`config.mk`:
```
export PLATFORM = sky130hd
export DESIGN_NAME = a51_rainbow_chain_walker
export DESIGN_NICKNAME = d
export VERILOG_FILES = /design/src/hw/rtl/a51_pkg.sv /design/src/hw/rtl/a51_cell.sv /design/src/hw/rtl/a51_keystream.sv /design/src/hw/rtl/a51_rainbow_chain_walker.sv
export VERILOG_INCLUDE_DIRS = /design/src /design/src/hw/rtl
export SDC_FILE = /design/constraint.sdc
export NUM_CORES = 1
export LEC_CHECK = 0
export BUFFER_PORTS_ARGS = -buffer_cell sky130_fd_sc_hd__buf_4
export CAP_MARGIN = 15
export CORE_MARGIN = 4
export CORE_UTILIZATION = 63
export CTS_BUF_LIST = sky130_fd_sc_hd__clkbuf_2
export DETAILED_ROUTE_END_ITERATION = 10
export GPL_ROUTABILITY_DRIVEN = 1
export PLACE_DENSITY = 0.91
export SLEW_MARGIN = 10
export SYNTH_ARGS = -nofsm -noshare
export SYNTH_HDL_FRONTEND = slang
export SYNTH_HIERARCHICAL = 1
export SYNTH_SLANG_ARGS = --single-unit
```
`constraint.sdc`:
```
create_clock -name clk_i -period 7.5 [get_ports clk_i]
set_input_delay 0.75 -clock clk_i [delete_from_list [all_inputs] [get_ports clk_i]]
set_output_delay 0.75 -clock clk_i [all_outputs]
set_load 0.005 [all_outputs]
```
`src/hw/rtl/assert_macros.svh`:
```
// Assertion helpers; empty under synthesis.
`ifndef ASSERT_MACROS_SVH
`define ASSERT_MACROS_SVH
`ifndef SYNTHESIS
`define A51_ASSERT(label, prop) \
  label: assert property (@(posedge clk_i) disable iff (!rst_ni) prop) \
    else $error("assertion failed");
`define A51_ASSERT_RST(label, prop) \
  label: assert property (@(posedge clk_i) prop) else $error("assertion failed");
`else
`define A51_ASSERT(label, prop)
`define A51_ASSERT_RST(label, prop)
`endif
`endif

```
`src/hw/rtl/a51_pkg.sv`:
```
package a51_pkg;
  localparam int unsigned LinkCountWidth = 22;
  localparam int unsigned R1Len = 19;
  localparam int unsigned R2Len = 22;
  localparam int unsigned R3Len = 23;
  localparam logic [R1Len-1:0] R1Taps = 19'h72000;
  localparam logic [R2Len-1:0] R2Taps = 22'h300000;
  localparam logic [R3Len-1:0] R3Taps = 23'h700080;
  localparam int unsigned R1Mid = 8;
  localparam int unsigned R2Mid = 10;
  localparam int unsigned R3Mid = 10;

  // Register indexes of the configuration port
  typedef enum logic [2:0] {
    CfgMaxLinks = 3'd0, CfgDpBits = 3'd1, CfgRoundCount = 3'd2, CfgStartAdv = 3'd3,
    CfgRfMode = 3'd4, CfgXorFirst = 3'd5, CfgXorLast = 3'd6, CfgExtraClk = 3'd7
  } cfg_idx_e;

  // Control from the sequencer to the cell row
  typedef struct packed {
    logic load;   // load cells from chain value
    logic step;   // one majority clocking
  } cell_ctl_t;
endpackage

```
`src/hw/rtl/a51_cell.sv`:
```
// One bit of one of the three A5/1 registers. Each cell holds one bit of R1, R2
// or R3 and shifts it to the next cell on its register's clocking.
module a51_cell import a51_pkg::*; (
  input  logic clk_i,
  input  logic load_i,
  input  logic load_bit_i,
  input  logic shift_i,
  input  logic prev_i,
  output logic bit_o
);
  logic bit_q, bit_d;
  always_comb begin
    bit_d = bit_q;
    if (load_i) begin
      bit_d = load_bit_i;
    end else if (shift_i) begin
      bit_d = prev_i;
    end
  end
  always_ff @(posedge clk_i) begin
    bit_q <= bit_d;
  end
  assign bit_o = bit_q;
endmodule

```
`src/hw/rtl/a51_keystream.sv`:
```
// Three rows of cells forming R1/R2/R3 with majority clocking; 64-bit output
// shift word collects keystream bits.
module a51_keystream import a51_pkg::*; (
  input  logic        clk_i,
  input  logic        rst_ni,
  input  cell_ctl_t   ctl_i,
  input  logic [63:0] value_i,
  output logic [63:0] out_o
);
  logic [R1Len-1:0] r1, r1_ld;
  logic [R2Len-1:0] r2, r2_ld;
  logic [R3Len-1:0] r3, r3_ld;
  logic [R1Len-1:0] r1_prev;
  logic [R2Len-1:0] r2_prev;
  logic [R3Len-1:0] r3_prev;
  logic c1, c2, c3, maj, kb_next;
  logic [63:0] out_q, out_d;

  // Bit-reversed loading of the chain value
  always_comb begin
    for (int i = 0; i < R3Len; i++) r3_ld[R3Len-1-i] = value_i[i];
    for (int i = 0; i < R2Len; i++) r2_ld[R2Len-1-i] = value_i[R3Len+i];
    for (int i = 0; i < R1Len; i++) r1_ld[R1Len-1-i] = value_i[R3Len+R2Len+i];
  end

  assign maj = (r1[R1Mid] & r2[R2Mid]) | (r1[R1Mid] & r3[R3Mid]) | (r2[R2Mid] & r3[R3Mid]);
  assign c1 = ctl_i.step && (r1[R1Mid] == maj);
  assign c2 = ctl_i.step && (r2[R2Mid] == maj);
  assign c3 = ctl_i.step && (r3[R3Mid] == maj);

  assign r1_prev = {r1[R1Len-2:0], ^(r1 & R1Taps)};
  assign r2_prev = {r2[R2Len-2:0], ^(r2 & R2Taps)};
  assign r3_prev = {r3[R3Len-2:0], ^(r3 & R3Taps)};

  for (genvar g = 0; g < R1Len; g++) begin : g_r1
    a51_cell u_c (.clk_i, .load_i(ctl_i.load), .load_bit_i(r1_ld[g]), .shift_i(c1),
                  .prev_i(r1_prev[g]), .bit_o(r1[g]));
  end
  for (genvar g = 0; g < R2Len; g++) begin : g_r2
    a51_cell u_c (.clk_i, .load_i(ctl_i.load), .load_bit_i(r2_ld[g]), .shift_i(c2),
                  .prev_i(r2_prev[g]), .bit_o(r2[g]));
  end
  for (genvar g = 0; g < R3Len; g++) begin : g_r3
    a51_cell u_c (.clk_i, .load_i(ctl_i.load), .load_bit_i(r3_ld[g]), .shift_i(c3),
                  .prev_i(r3_prev[g]), .bit_o(r3[g]));
  end

  // Keystream bit after the clocking of this cycle
  assign kb_next = (c1 ? r1_prev[R1Len-1] : r1[R1Len-1]) ^
                   (c2 ? r2_prev[R2Len-1] : r2[R2Len-1]) ^
                   (c3 ? r3_prev[R3Len-1] : r3[R3Len-1]);

  always_comb begin
    out_d = out_q;
    if (ctl_i.load) begin
      out_d = {r1_ld[R1Len-1] ^ r2_ld[R2Len-1] ^ r3_ld[R3Len-1], 63'd0};
    end else if (ctl_i.step) begin
      out_d = {kb_next, out_q[63:1]};
    end
  end
  always_ff @(posedge clk_i or negedge rst_ni) begin
    if (!rst_ni) begin
      out_q <= '0;
    end else begin
      out_q <= out_d;
    end
  end
  assign out_o = out_q;
endmodule

```
`src/hw/rtl/a51_rainbow_chain_walker.sv`:
```
// A5/1 rainbow chain walker. One start_point item gives one result item.
// After the accepting edge the round value is advanced start_advance times,
// 64 LFSR shifts each (one LFSR shift a cycle), then XORed in if xor_first
// is set. Each link then XORs and tests for a distinguished point, checks the
// round count and loads the cell row, and runs 64 + extra_clocks majority
// clockings in the cell row (one majority clocking a cycle), the last of which
// hands the keystream word back. A distinguished point adds a round-function
// advance of 64 LFSR shifts. The chain ends with the final test and the
// hand-over of the item to the output register once that register is free.
// One chain is walked at a time; a finished item waits in the output
// register under out_stall_i while the next start point is already accepted
// and walked.
module a51_rainbow_chain_walker import a51_pkg::*; #(
  parameter int unsigned LINK_COUNT_WIDTH = LinkCountWidth
) (
  input  logic        clk_i,
  input  logic        rst_ni,
  input  logic        cfg_we_i,
  input  logic [2:0]  cfg_index_i,
  input  logic [21:0] cfg_data_i,
  input  logic        in_valid_i,
  output logic        in_stall_o,
  input  logic [63:0] start_point_i,
  output logic        out_valid_o,
  input  logic        out_stall_i,
  output logic [63:0] end_point_o,
  output logic [7:0]  rounds_done_o,
  output logic [21:0] links_done_o,
  output logic        chain_complete_o
);
  `include "assert_macros.svh"

  typedef enum logic [2:0] {
    StIdle, StStartAdv, StLink, StRfAdv, StCheck, StMap, StFinish
  } state_e;

  localparam int unsigned LW = LINK_COUNT_WIDTH;

  logic [21:0] max_links_q;
  logic [5:0]  dp_bits_q;
  logic [7:0]  round_count_q, start_adv_q, extra_q;
  logic        rf_mode_q, xor_first_q, xor_last_q;

  state_e      state_q;
  logic [63:0] val_q, rf_q, rf_next;
  logic [5:0]  sh_cnt_q;
  logic [7:0]  adv_cnt_q;
  logic [8:0]  clk_cnt_q;
  logic [LW-1:0] rounds_q, links_q, limit;
  logic        out_valid_q, done_q;
  logic [63:0] end_point_q;
  logic [7:0]  rounds_out_q;
  logic [21:0] links_out_q;
  logic        complete_q;
  logic        fin_go;
  cell_ctl_t   ctl;
  logic [63:0] ks_out, dmask;
  logic        fb;

  // Configuration registers
  always_ff @(posedge clk_i or negedge rst_ni) begin
    if (!rst_ni) begin
      max_links_q <= 22'd2000000; dp_bits_q <= 6'd12; round_count_q <= 8'd8;
      start_adv_q <= '0; rf_mode_q <= 1'b0; xor_first_q <= 1'b0;
      xor_last_q <= 1'b0; extra_q <= '0;
    end else if (cfg_we_i) begin
      unique case (cfg_idx_e'(cfg_index_i))
        CfgMaxLinks:   max_links_q   <= cfg_data_i;
        CfgDpBits:     dp_bits_q     <= cfg_data_i[5:0];
        CfgRoundCount: round_count_q <= cfg_data_i[7:0];
        CfgStartAdv:   start_adv_q   <= cfg_data_i[7:0];
        CfgRfMode:     rf_mode_q     <= cfg_data_i[0];
        CfgXorFirst:   xor_first_q   <= cfg_data_i[0];
        CfgXorLast:    xor_last_q    <= cfg_data_i[0];
        CfgExtraClk:   extra_q       <= cfg_data_i[7:0];
        default: ;
      endcase
    end
  end

  // Limit at link-counter width
  assign limit = LW'(max_links_q);

  // One LFSR shift of the round function
  assign fb = ~(rf_q[63] ^ rf_q[62] ^ rf_q[60] ^ rf_q[59]);
  assign rf_next = rf_mode_q ? {fb, rf_q[63:1]} : {rf_q[62:0], fb};
  assign dmask = ~(64'hFFFF_FFFF_FFFF_FFFF << dp_bits_q);

  assign ctl.load = (state_q == StCheck) && !(rounds_q == LW'(round_count_q));
  assign ctl.step = (state_q == StMap);

  a51_keystream u_ks (.clk_i, .rst_ni, .ctl_i(ctl), .value_i(val_q), .out_o(ks_out));

  assign in_stall_o = (state_q != StIdle);

  // Finished chain moves to the output register once it is free
  assign fin_go = (state_q == StFinish) && (!out_valid_q || !out_stall_i);

  // Chain sequencer
  always_ff @(posedge clk_i or negedge rst_ni) begin
    if (!rst_ni) begin
      state_q <= StIdle; done_q <= 1'b0;
      rounds_q <= '0; links_q <= '0; sh_cnt_q <= '0; adv_cnt_q <= '0;
      clk_cnt_q <= '0; rf_q <= '0; val_q <= '0;
    end else begin
      unique case (state_q)
        StIdle: begin
          if (in_valid_i && !in_stall_o) begin
            val_q <= start_point_i; rf_q <= '0; rounds_q <= '0; links_q <= '0;
            done_q <= 1'b0; sh_cnt_q <= '0; adv_cnt_q <= '0;
            state_q <= StStartAdv;
          end
        end
        StStartAdv: begin
          if (adv_cnt_q == start_adv_q) begin
            if (xor_first_q) val_q <= val_q ^ rf_q;
            state_q <= StLink;
          end else begin
            rf_q <= rf_next; sh_cnt_q <= sh_cnt_q + 6'd1;
            if (sh_cnt_q == 6'd63) adv_cnt_q <= adv_cnt_q + 8'd1;
          end
        end
        StLink: begin
          if (links_q < limit) begin
            val_q <= val_q ^ rf_q;
            sh_cnt_q <= '0;
            if (((val_q ^ rf_q) & dmask) == 64'd0) begin
              rounds_q <= rounds_q + LW'(1);
              state_q <= StRfAdv;
            end else begin
              state_q <= StCheck;
            end
          end else begin
            if (xor_last_q) val_q <= val_q ^ rf_q;
            state_q <= StFinish;
          end
        end
        StRfAdv: begin
          rf_q <= rf_next; sh_cnt_q <= sh_cnt_q + 6'd1;
          if (sh_cnt_q == 6'd63) state_q <= StCheck;
        end
        StCheck: begin
          if (rounds_q == LW'(round_count_q)) begin
            done_q <= 1'b1; state_q <= StFinish;
          end else begin
            clk_cnt_q <= 9'd63 + {1'b0, extra_q};
            state_q <= StMap;
          end
        end
        StMap: begin
          clk_cnt_q <= clk_cnt_q - 9'd1;
          if (clk_cnt_q == 9'd0) begin
            val_q <= ks_out; links_q <= links_q + LW'(1); state_q <= StLink;
          end
        end
        StFinish: begin
          if (fin_go) state_q <= StIdle;
        end
        default: state_q <= StIdle;
      endcase
    end
  end

  // Output register
  always_ff @(posedge clk_i or negedge rst_ni) begin
    if (!rst_ni) begin
      out_valid_q <= 1'b0; end_point_q <= '0; rounds_out_q <= '0;
      links_out_q <= '0; complete_q <= 1'b0;
    end else if (fin_go) begin
      out_valid_q  <= 1'b1;
      end_point_q  <= val_q;
      rounds_out_q <= (rounds_q > LW'(255)) ? 8'hFF : rounds_q[7:0];
      links_out_q  <= 22'(links_q);
      complete_q   <= done_q;
    end else if (!out_stall_i) begin
      out_valid_q <= 1'b0;
    end
  end

  assign out_valid_o = out_valid_q;
  assign end_point_o = end_point_q;
  assign rounds_done_o = rounds_out_q;
  assign links_done_o = links_out_q;
  assign chain_complete_o = complete_q;

  `A51_ASSERT(a_no_accept_busy, (state_q != StIdle) |-> in_stall_o)
  `A51_ASSERT(a_links_bound, (state_q == StMap) |-> (links_q < limit))
  `A51_ASSERT(a_out_hold, (out_valid_q && out_stall_i) |=> out_valid_q)
endmodule
```
Yosys cells after proc, flatten, opt, wreduce, memory -nomap -nowiden
Cells that the tools add are included.
Widths: inputs -> output; s select.
- add/subtract/negate cells: 6
- $lt $le $gt $ge: 2
- equality and inequality tests: 33
- shift operators: 1
- multiplexer cells: 172
- bitwise gates (word level): 16
- reduce and logical (&&, ||, !) cells: 48
- operators with widths (operator ; number):
    $mux 64 ; 11
    $pmux 64 s4 ; 1
    $pmux 64 s3 ; 1
    $mux 1 ; 132
    $mux 22 ; 4
    $pmux 22 s2 ; 2
    $and 64x64->64 ; 1
    $logic_not 64->1 ; 1
    $not 64->64 ; 1
    $shl 64x6->64 const A ; 1
    $xor 64x64->64 ; 1
    $add 22x1->22 const B ; 2
    $mux 8 ; 4
    $pmux 6 s4 ; 1
    $reduce_xor 23->1 ; 1
    $eq 22x8->1 ; 1
    $gt 22x8->1 const B ; 1
    $lt 22x22->1 ; 1
    $ne 2x2->1 const B ; 11
    $reduce_xor 22->1 ; 1
    $eq 3x3->1 const B ; 7
    $mux 3 ; 7
    $pmux 3 s7 ; 1
    $reduce_xor 19->1 ; 1
    34 further kinds ; 83
- register bits: 478
- input port bits: 94
- word-level logic and storage cells: 365

Depth between registers and ports, before layout
Gate-level depths: netlist of run 1.
- word-level depth: 10
- mapped depth: 13
- depth with buffers taken out: 10

Cells and area by module
Netlist of run 1, hierarchy kept.
- modules (own cells, without submodules) (module ; times used ; cells an instance ; area each (µm²) ; sequential area each (µm²)):
    a51_rainbow_chain_walker ; 1 ; 1774 ; 17941.0 ; 8770.9
    a51_cell ; 64 ; 3 ; 51.3 ; 30.0
    a51_keystream ; 1 ; 257 ; 2897.8 ; 1601.5

Worst setup path after synthesis of run 1
Ideal clock, no wire load.
- path kind: register to register
- start point: register state_q[0]
- end point: register u_ks.out_q[0], in the netlist u_ks/out_o[0]
- arrival time: 6.164 ns
- slack: 1.204 ns
- stages on the path, launching flop included: 12
- clock period less this slack: 6.296 ns
- cell sequence: dfrtp_1 > clkbuf_1 > clkbuf_1 > nor2_1 > nand2_1 > or2_2 > clkbuf_1 > inv_1 > clkbuf_1 > buf_4 > clkbuf_1 > nor2_1
- RTL lines (element ; line ; text):
    start: declaration ; a51_rainbow_chain_walker.sv:44 ; state_e state_q;
    start signal: assignment ; a51_rainbow_chain_walker.sv:111 ; state_q <= StStartAdv;
    start signal: assignment ; a51_rainbow_chain_walker.sv:117 ; state_q <= StLink;
    start signal: assignment ; a51_rainbow_chain_walker.sv:129 ; state_q <= StRfAdv;
    end signal: assignment ; a51_keystream.sv:65 ; out_q <= out_d;
    end: declaration ; a51_keystream.sv:17 ; logic [63:0] out_q, out_d;

Worst setup path after layout of run 1
- start point: register max_links_q[7], in the netlist limit[7]
- end point: register val_q[28]
- cells in the longest elaborated chain, start to end: 3
- elaborated cells between the ends (all ways): 5
- RTL lines (element ; line ; text):
    start: declaration ; a51_rainbow_chain_walker.sv:39 ; logic [21:0] max_links_q;
    start signal: assignment ; a51_rainbow_chain_walker.sv:68 ; CfgMaxLinks: max_links_q <= cfg_data_i;
    $lt 22x22->1 * ; a51_rainbow_chain_walker.sv:124 ; if (links_q < limit) begin
    $ne 3x3->1 (no line) / $mux 64 (equally long branches) ; -- ;
    $reduce_and 6->1 (no line) / $pmux 64 s4 (equally long branches) ; -- ;
    end signal: assignment ; a51_rainbow_chain_walker.sv:116 ; if (xor_first_q) val_q <= val_q ^ rf_q;
    end signal: assignment ; a51_rainbow_chain_walker.sv:125 ; val_q <= val_q ^ rf_q;
    end signal: assignment ; a51_rainbow_chain_walker.sv:134 ; if (xor_last_q) val_q <= val_q ^ rf_q;
    end: declaration ; a51_rainbow_chain_walker.sv:45 ; logic [63:0] val_q, rf_q, rf_next;
Mark *: on every way between the ends. The rest lies on a longest branch, timed or not.
A chain may end at the register's enable or synchronous reset.

==> results of run 1 <==
==> cells in the final DEF, fill, tap and decap left out, types with 66 or more instances in the layout <==
| cell | count |
|---|---|
| dfrtp_1 | 403 |
| nor2_1 | 218 |
| buf_4 | 204 |
| nand2_1 | 202 |
| clkbuf_2 | 158 |
| mux2i_1 | 131 |
| mux2_2 | 118 |
| dlygate4sd3_1 | 90 |
| a21oi_1 | 74 |
| o21ai_0 | 73 |
| or2_2 | 72 |
| o31ai_1 | 71 |
| xor2_1 | 66 |
==> power groups by stage <==
stage	Sequential [mW]	Clock (mW)	Combinational [mW]
floorplan	3.87	0	2.98
global placement	4.16	0	3.76
detailed placement	4.21	0	3.93
CTS	4.17	1.86	4.00
global route	4.28	2.01	4.44
finish	4.22	1.85	4.10
==> through the flow <==
stage               worst slack [ns]  hold WS, ns  cell area, um^2  utilization, %
floorplan                       1.20        0.449            24100               -
finish                          3.23       0.0780            27900            73.9
CTS                             3.37      0.00219            27900            73.8
global route                    3.07       0.0352            27900            73.9
detailed placement              3.50        0.480            25800            68.4
global placement                3.67        0.464            25800            68.4
==> worst max-delay path, cell delays in order, from the launching register on <==
cell	delay, ns
dfstp_2	0.53
inv_1	0.05
ha_1	0.30
a21o_1	0.20
a221oi_1	0.31
o22ai_1	0.14
a211o_1	0.30
or2_2	0.40
a311oi_4	0.27
buf_4	0.34
buf_4	0.79
nor2_1	0.12
a31oi_1	0.21
==> layer usage <==
metal | part of all wire, % | wire length [um] | GRT usage, %
met1 | 40 | 26400 | 42.8
met3 | 8.7 | 5770 | 6.79
met4 | 3.4 | 2280 | 12.6
met2 | 48 | 31800 | 51.0
met5 | 0 | 0 | 0.238
==> cell type report <==
| type | instances | area (um^2) | share of cell area [%] |
|---|---|---|---|
| diodes | 2 | 5.00 | 0.0179 |
| clock buffers | 157 | 786 | 2.82 |
| clock inverters | 59 | 349 | 1.25 |
| inverters | 45 | 179 | 0.641 |
| multi-input cells | 1565 | 11200 | 40.0 |
| flip-flops and latches | 478 | 12300 | 44.1 |
| well taps | 511 | 639 | 2.29 |
| repair buffers | 298 | 2500 | 8.96 |
==> registers in the layout (all words and copies together), names as in the netlist, 9 cells and up <==
signal               cells
end_point_o             64
rf_q                    64
u_ks/out_o              64
val_q                   64
u_ks/g_r3.u_c/bit_o     23
limit                   22
links_done_o            22
links_q                 22
rounds_q                22
u_ks/g_r2.u_c/bit_o     22
u_ks/g_r1.u_c/bit_o     19
clk_cnt_q                9
==> worst paths after layout <==
check / from / endpoint / cells past startpoint
setup / recovery: limit[7]$_DFFE_PN1P_ / val_q[28]$_DFFE_PN0P_ / 12
hold / removal: start_point_i[31] / val_q[31]$_DFFE_PN0P_ / 3
setup reg to reg: limit[7]$_DFFE_PN1P_ / val_q[28]$_DFFE_PN0P_ / 12
hold reg to reg: u_ks/out_o[53]$_DFFE_PN0P_ / u_ks/out_o[52]$_DFFE_PN0P_ / 2
max in group asynchronous: rst_ni / dp_bits_q[5]$_DFFE_PN0P_ / 3
min in group asynchronous: rst_ni / links_done_o[18]$_DFFE_PN0P_ / 2
==> what timing repair did <==
item	in CTS	in global routing
endpoints found under the hold margin	225	0
resized for setup	0	0
hold buffers	90	0
==> kinds of logic (layout without fill, tap and decap cells) <==
kind of cell | after synthesis | after routing | share of synthesized area (%)
AND/OR/NAND/NOR | 668 | 668 | 13.0
flip-flops | 478 | 478 | 51.0
AO/OA/AOI/OAI | 430 | 430 | 12.1
multiplexers | 313 | 313 | 14.9
buffers and inverters | 180 | 559 | 3.03
XOR/XNOR | 125 | 125 | 4.54
adder cells (fa/ha/maj) | 29 | 29 | 1.48
other | 0 | 2 | 0
==> flow_metrics.py, run 1 <==
metrics = {
    "outcome": {
        "status": "complete, no violations",
    },
    "power_and_ir_drop": {
        "p_int_mw": 5.98,
        "p_seq_share_pct": 41.5,
        "p_sw_mw": 4.19,
        "p_leak_nw": 12.7,
        "power_mw": 10.2,
        "ir_worst_vdd_uv": 213,
        "powerDensity_nw_per_um2": 364,
        "comb_power_share_pct": 40.4,
        "swShare_pct": 41.2,
        "clkPwrFrac_pct": 18.2,
    },
    "global_routing": {
        "globalRouteTotalUtil_pct": 31.8,
        "grt_pass1_vias": 20000,
        "antenna_found_initial": 2,
        "gr-total-overflow": 0,
        "grt_pass1_wl_mm": 107,
        "grt_max_degree": 173,
    },
    "cts": {
        "clockBufferDepth": 3,
        "numCtsBuffers": 116,
        "cts_setup_buffers": 0,
        "htreeDepth": 3,
        "tritoncts": "built",
        "cts_sinks": 478,
        "clk_latency_ns": 1.11,
        "clockRootBuffer": "clkbuf_2",
        "path_clk_slew_ns": 0.11,
    },
    "critical_path": {
        "cp_data_required_time_ns": 8.45,
        "critPathArrivalTime_ns": 5.21,
        "cp-end-kind": "register",
        "path_class": "reg2reg",
        "critPathLaunchType": "register",
        "r2r_slack_ns": 3.23,
        "worstPathMaxFanout": 102,
    },
    "finish": {
        "drive_gt1_share_pct": 25.8,
        "fin_cells": 3115,
        "fin_nets": 2625,
        "syn_to_final_growth_pct": 15.7,
        "fillers": 2342,
    },
    "yosys": {
        "synth_edf_count": 64,
        "synth_top_area_share_pct": 41.9,
        "synth_area_leader_cell": "dfrtp_1",
        "yosysWarnings": 6,
        "ys_async_sr_fraction_pct": 86.6,
        "ys_seq_area_share_pct": 51.0,
        "synth-seq-cells": 478,
        "yosysMostFrequentCell": "dfrtp_1",
        "avgSynthCellArea_um2": 10.9,
        "syn_nets": 2344,
        "ys_top_cells_by_count": "404 x dfrtp_1, 220 x nor2_1, 202 x nand2_1, 131 x mux2i_1, 118 x mux2_2",
        "synth.area.top_cells": "dfrtp_1 42%, edfxtp_1 8.0%, mux2_2 5.5%",
        "netlist_area_um2": 24100,
        "ys.flop_type": "dfrtp_1",
        "synth_cell_types": 79,
        "syn_inst": 2223,
    },
    "timing": {
        "grt_setup_unrepaired": "false",
        "hold_violations": 0,
        "finClkSkew_ns": 0.0953,
        "tightest_slew_ns": 1.16,
        "maxSlewHeadroom_pct": 22.5,
        "fmax_mhz": 234,
        "slew_viol_final": 0,
        "setup_viol": 0,
        "setup_tns_ns": 0,
        "layout_min_cycle_time_ns": 4.27,
        "min_period_over_period_pct": 56.9,
    },
    "detailed_routing": {
        "viasPerCell": 6.24,
        "avgRoutedWirePerCell_um": 21.3,
        "detail-route-antenna-nets": 0,
        "drtIter0Drc": 2025,
        "num_vias": 19400,
        "drc": 0,
        "firstDrtPassIters": 7,
        "routed_wl_mm": 66.3,
    },
    "floorplanning": {
        "num_rows": 71,
        "start_util_pct": 63.9,
        "fp.coreArea_um2": 37800,
        "io_pins": 191,
        "die_w_um": 204,
        "die-area_um2": 41500,
        "die_h_um": 204,
    },
    "flow_run": {
        "drv_cap": 0,
    },
    "hold_path": {
        "hold_path.class": "in2reg",
    },
    "placement": {
        "dp_hpwl_mm": 41.1,
        "dp_cells": 2805,
        "portBuffers": 190,
        "gp_congestion": 0.885,
    },
}
Power figures use the tool's default switching activity.
==> inputs of run 2 (changes only) <==
--- a/config.mk
+++ b/config.mk
@@ -9,11 +9,11 @@
 export BUFFER_PORTS_ARGS = -buffer_cell sky130_fd_sc_hd__buf_4
 export CAP_MARGIN = 15
 export CORE_MARGIN = 4
-export CORE_UTILIZATION = 63
+export CORE_UTILIZATION = 57
 export CTS_BUF_LIST = sky130_fd_sc_hd__clkbuf_2
 export DETAILED_ROUTE_END_ITERATION = 10
 export GPL_ROUTABILITY_DRIVEN = 1
-export PLACE_DENSITY = 0.91
+export PLACE_DENSITY = 0.87
 export SLEW_MARGIN = 10
 export SYNTH_ARGS = -nofsm -noshare
 export SYNTH_HDL_FRONTEND = slang
==> constraint.sdc (replaced) <==
create_clock -name clk_i -period 3.4 [get_ports clk_i]
set_input_delay 0.34 -clock clk_i [delete_from_list [all_inputs] [get_ports clk_i]]
set_output_delay 0.34 -clock clk_i [all_outputs]
set_load 0.005 [all_outputs]
==> run 2 against run 1 <==
Power increased by 130%; register-to-register slack worse by 3.1 ns; sequential share of layout area decreased by 2.3 points; cell count rose by 5.7%; maximum frequency is 30% higher; core utilization fell by 3.6 points; largest power group is now combinational logic.
==> flow_metrics.py, run 2 (synthesized netlist as in run 1, its figures left out) <==
metrics = {
    "critical_path": {
        "path_class": "reg2reg",
        "r2r_end": "val_q[22]$_DFFE_PN0P_",
        "critPathLaunchType": "register",
        "critPathArrivalTime_ns": 4.23,
        "worstPathMaxFanout": 38,
        "r2r_slack_ns": 0.11,
        "cp-end-kind": "register",
        "r2r_cells": 12,
        "crit-reg2reg-launch": "limit[15]$_DFFE_PN1P_",
        "cp_data_required_time_ns": 4.34,
    },
    "placement": {
        "post-place-ws_ns": 0.0848,
        "dp_hpwl_mm": 43.2,
        "placedInstanceArea_um2": 26500,
        "portBuffers": 190,
        "gp_congestion": 0.899,
    },
    "timing": {
        "layout_min_cycle_time_ns": 3.29,
        "fmax_mhz": 304,
        "setup_slack_ns": 0.114,
        "tightest_slew_ns": 1.17,
        "finClkSkew_ns": 0.158,
        "slew_viol_final": 0,
        "hold_violations": 0,
        "maxSlewHeadroom_pct": 21.8,
        "setup_viol": 0,
        "min_period_over_period_pct": 96.6,
        "holdWs_ns": 0.0952,
    },
    "detailed_routing": {
        "drc": 0,
        "detail-route-antenna-nets": 0,
        "avgRoutedWirePerCell_um": 21.3,
        "routed_wl_mm": 70.1,
        "viasPerCell": 6.10,
        "num_vias": 20100,
        "drtIter0Drc": 1803,
        "firstDrtPassIters": 6,
    },
    "cts": {
        "clk_latency_ns": 1.20,
        "clockBufferDepth": 3,
        "path_clk_slew_ns": 0.18,
        "htreeDepth": 3,
        "cts_sinks": 478,
        "numCtsBuffers": 117,
        "tritoncts": "built",
        "clockRootBuffer": "clkbuf_2",
    },
    "floorplanning": {
        "die_h_um": 214,
        "fp.coreArea_um2": 41900,
        "start_util_pct": 57.6,
        "io_pins": 191,
        "num_rows": 75,
        "die_w_um": 214,
        "die-area_um2": 45700,
    },
    "global_routing": {
        "globalRouteTotalUtil_pct": 30.4,
        "grt_pass1_vias": 20400,
        "grt_max_degree": 88,
        "gr-total-overflow": 0,
        "grt_pass1_wl_mm": 110,
        "antenna_found_initial": 1,
    },
    "finish": {
        "fin_nets": 2780,
        "layout_common_cells": "403 x dfrtp_1, 258 x buf_4, 219 x nor2_1",
        "layout_commonest_cell": "dfrtp_1",
        "final_util_pct": 70.3,
        "drive_gt1_share_pct": 26.9,
        "regArea_um2": 12300,
        "multiInputGateArea_um2": 11200,
        "fin_area_um2": 29400,
        "fillers": 2830,
        "syn_to_final_growth_pct": 22.0,
    },
    "flow_run": {
        "drv_cap": 0,
    },
    "hold_path": {
        "hold_path.class": "in2reg",
        "worstHoldEndpoint": "val_q[45]$_DFFE_PN0P_",
        "hold_depth": 4,
        "hp-start": "start_point_i[45]",
    },
    "power_and_ir_drop": {
        "p_leak_nw": 13.4,
        "power_mw": 23.0,
        "powerDensity_nw_per_um2": 783,
        "ir_worst_vdd_uv": 629,
    },
    "outcome": {
        "status": "complete, no violations",
    },
}
run 2: routing by layer:
metal | GRT usage [%] | part of all wire [%] | up-vias | wire, um
met4 | 13.7 | 4.2 | 0 | 2920
li1 | - | - | 8928 | -
met5 | 0 | 0 | - | 0
met3 | 5.63 | 7.4 | 203 | 5160
met1 | 38.8 | 39 | 9928 | 27500
met2 | 51.1 | 49 | 1026 | 34600
run 2: critical path: stages (launching register included):
cell,delay (ns)
dfstp_2,0.61
inv_1,0.07
ha_1,0.32
nand4_1,0.14
or4_1,0.53
nor2_1,0.15
a211o_1,0.25
or2_4,0.21
a311oi_4,0.12
buf_12,0.19
buf_16,0.18
nor2_1,0.16
a21oi_1,0.07
run 2: where the power goes:
part	total (mW)	switching [mW]	internal, mW
clock network	3.96	2.48	1.48
logic	10.0	5.37	4.63
registers	9.08	1.54	7.55
total	23.0	9.39	13.7
run 2: layout make-up:
cell class / count / share of cell area, %
sequential: 478 / 41.8
multi-input combinational: 1565 / 37.9
timing repair buffer: 452 / 13.8
clock buffer: 167 / 2.84
tap: 539 / 2.29
clock inverter: 45 / 0.769
inverter: 45 / 0.608
antenna: 1 / 0.00850
run 2: worst max path at each step:
stage	start	endpoint	slack [ns]
floorplan	state_q[0]$_DFFE_PN0P_	u_ks/out_o[0]$_DFFE_PN0P_	0.09
global placement	dp_bits_q[0]$_DFFE_PN0P_	rounds_q[17]$_DFFE_PN0P_	0.10
detailed placement	dp_bits_q[0]$_DFFE_PN0P_	rounds_q[17]$_DFFE_PN0P_	0.08
CTS	dp_bits_q[1]$_DFFE_PN0P_	rounds_q[9]$_DFFE_PN0P_	0.07
global route	dp_bits_q[1]$_DFFE_PN0P_	rounds_q[17]$_DFFE_PN0P_	-0.006
finish	limit[15]$_DFFE_PN1P_	val_q[22]$_DFFE_PN0P_	0.11
run 2: through the flow:
step	instances	TNS (ns)
finish	3292	0
global route	3292	-0.00610
CTS	3288	0
detailed placement	2897	0
global placement	2897	0
floorplan	2223	0
run 2: repair_timing:
item                                    4_1_cts  5_1_grt
endpoints found under the hold margin       589        0
gates resized for setup                       0        6
hold buffers                                179        0
endpoints found under the setup margin        0       58
buffers inserted                              0        2
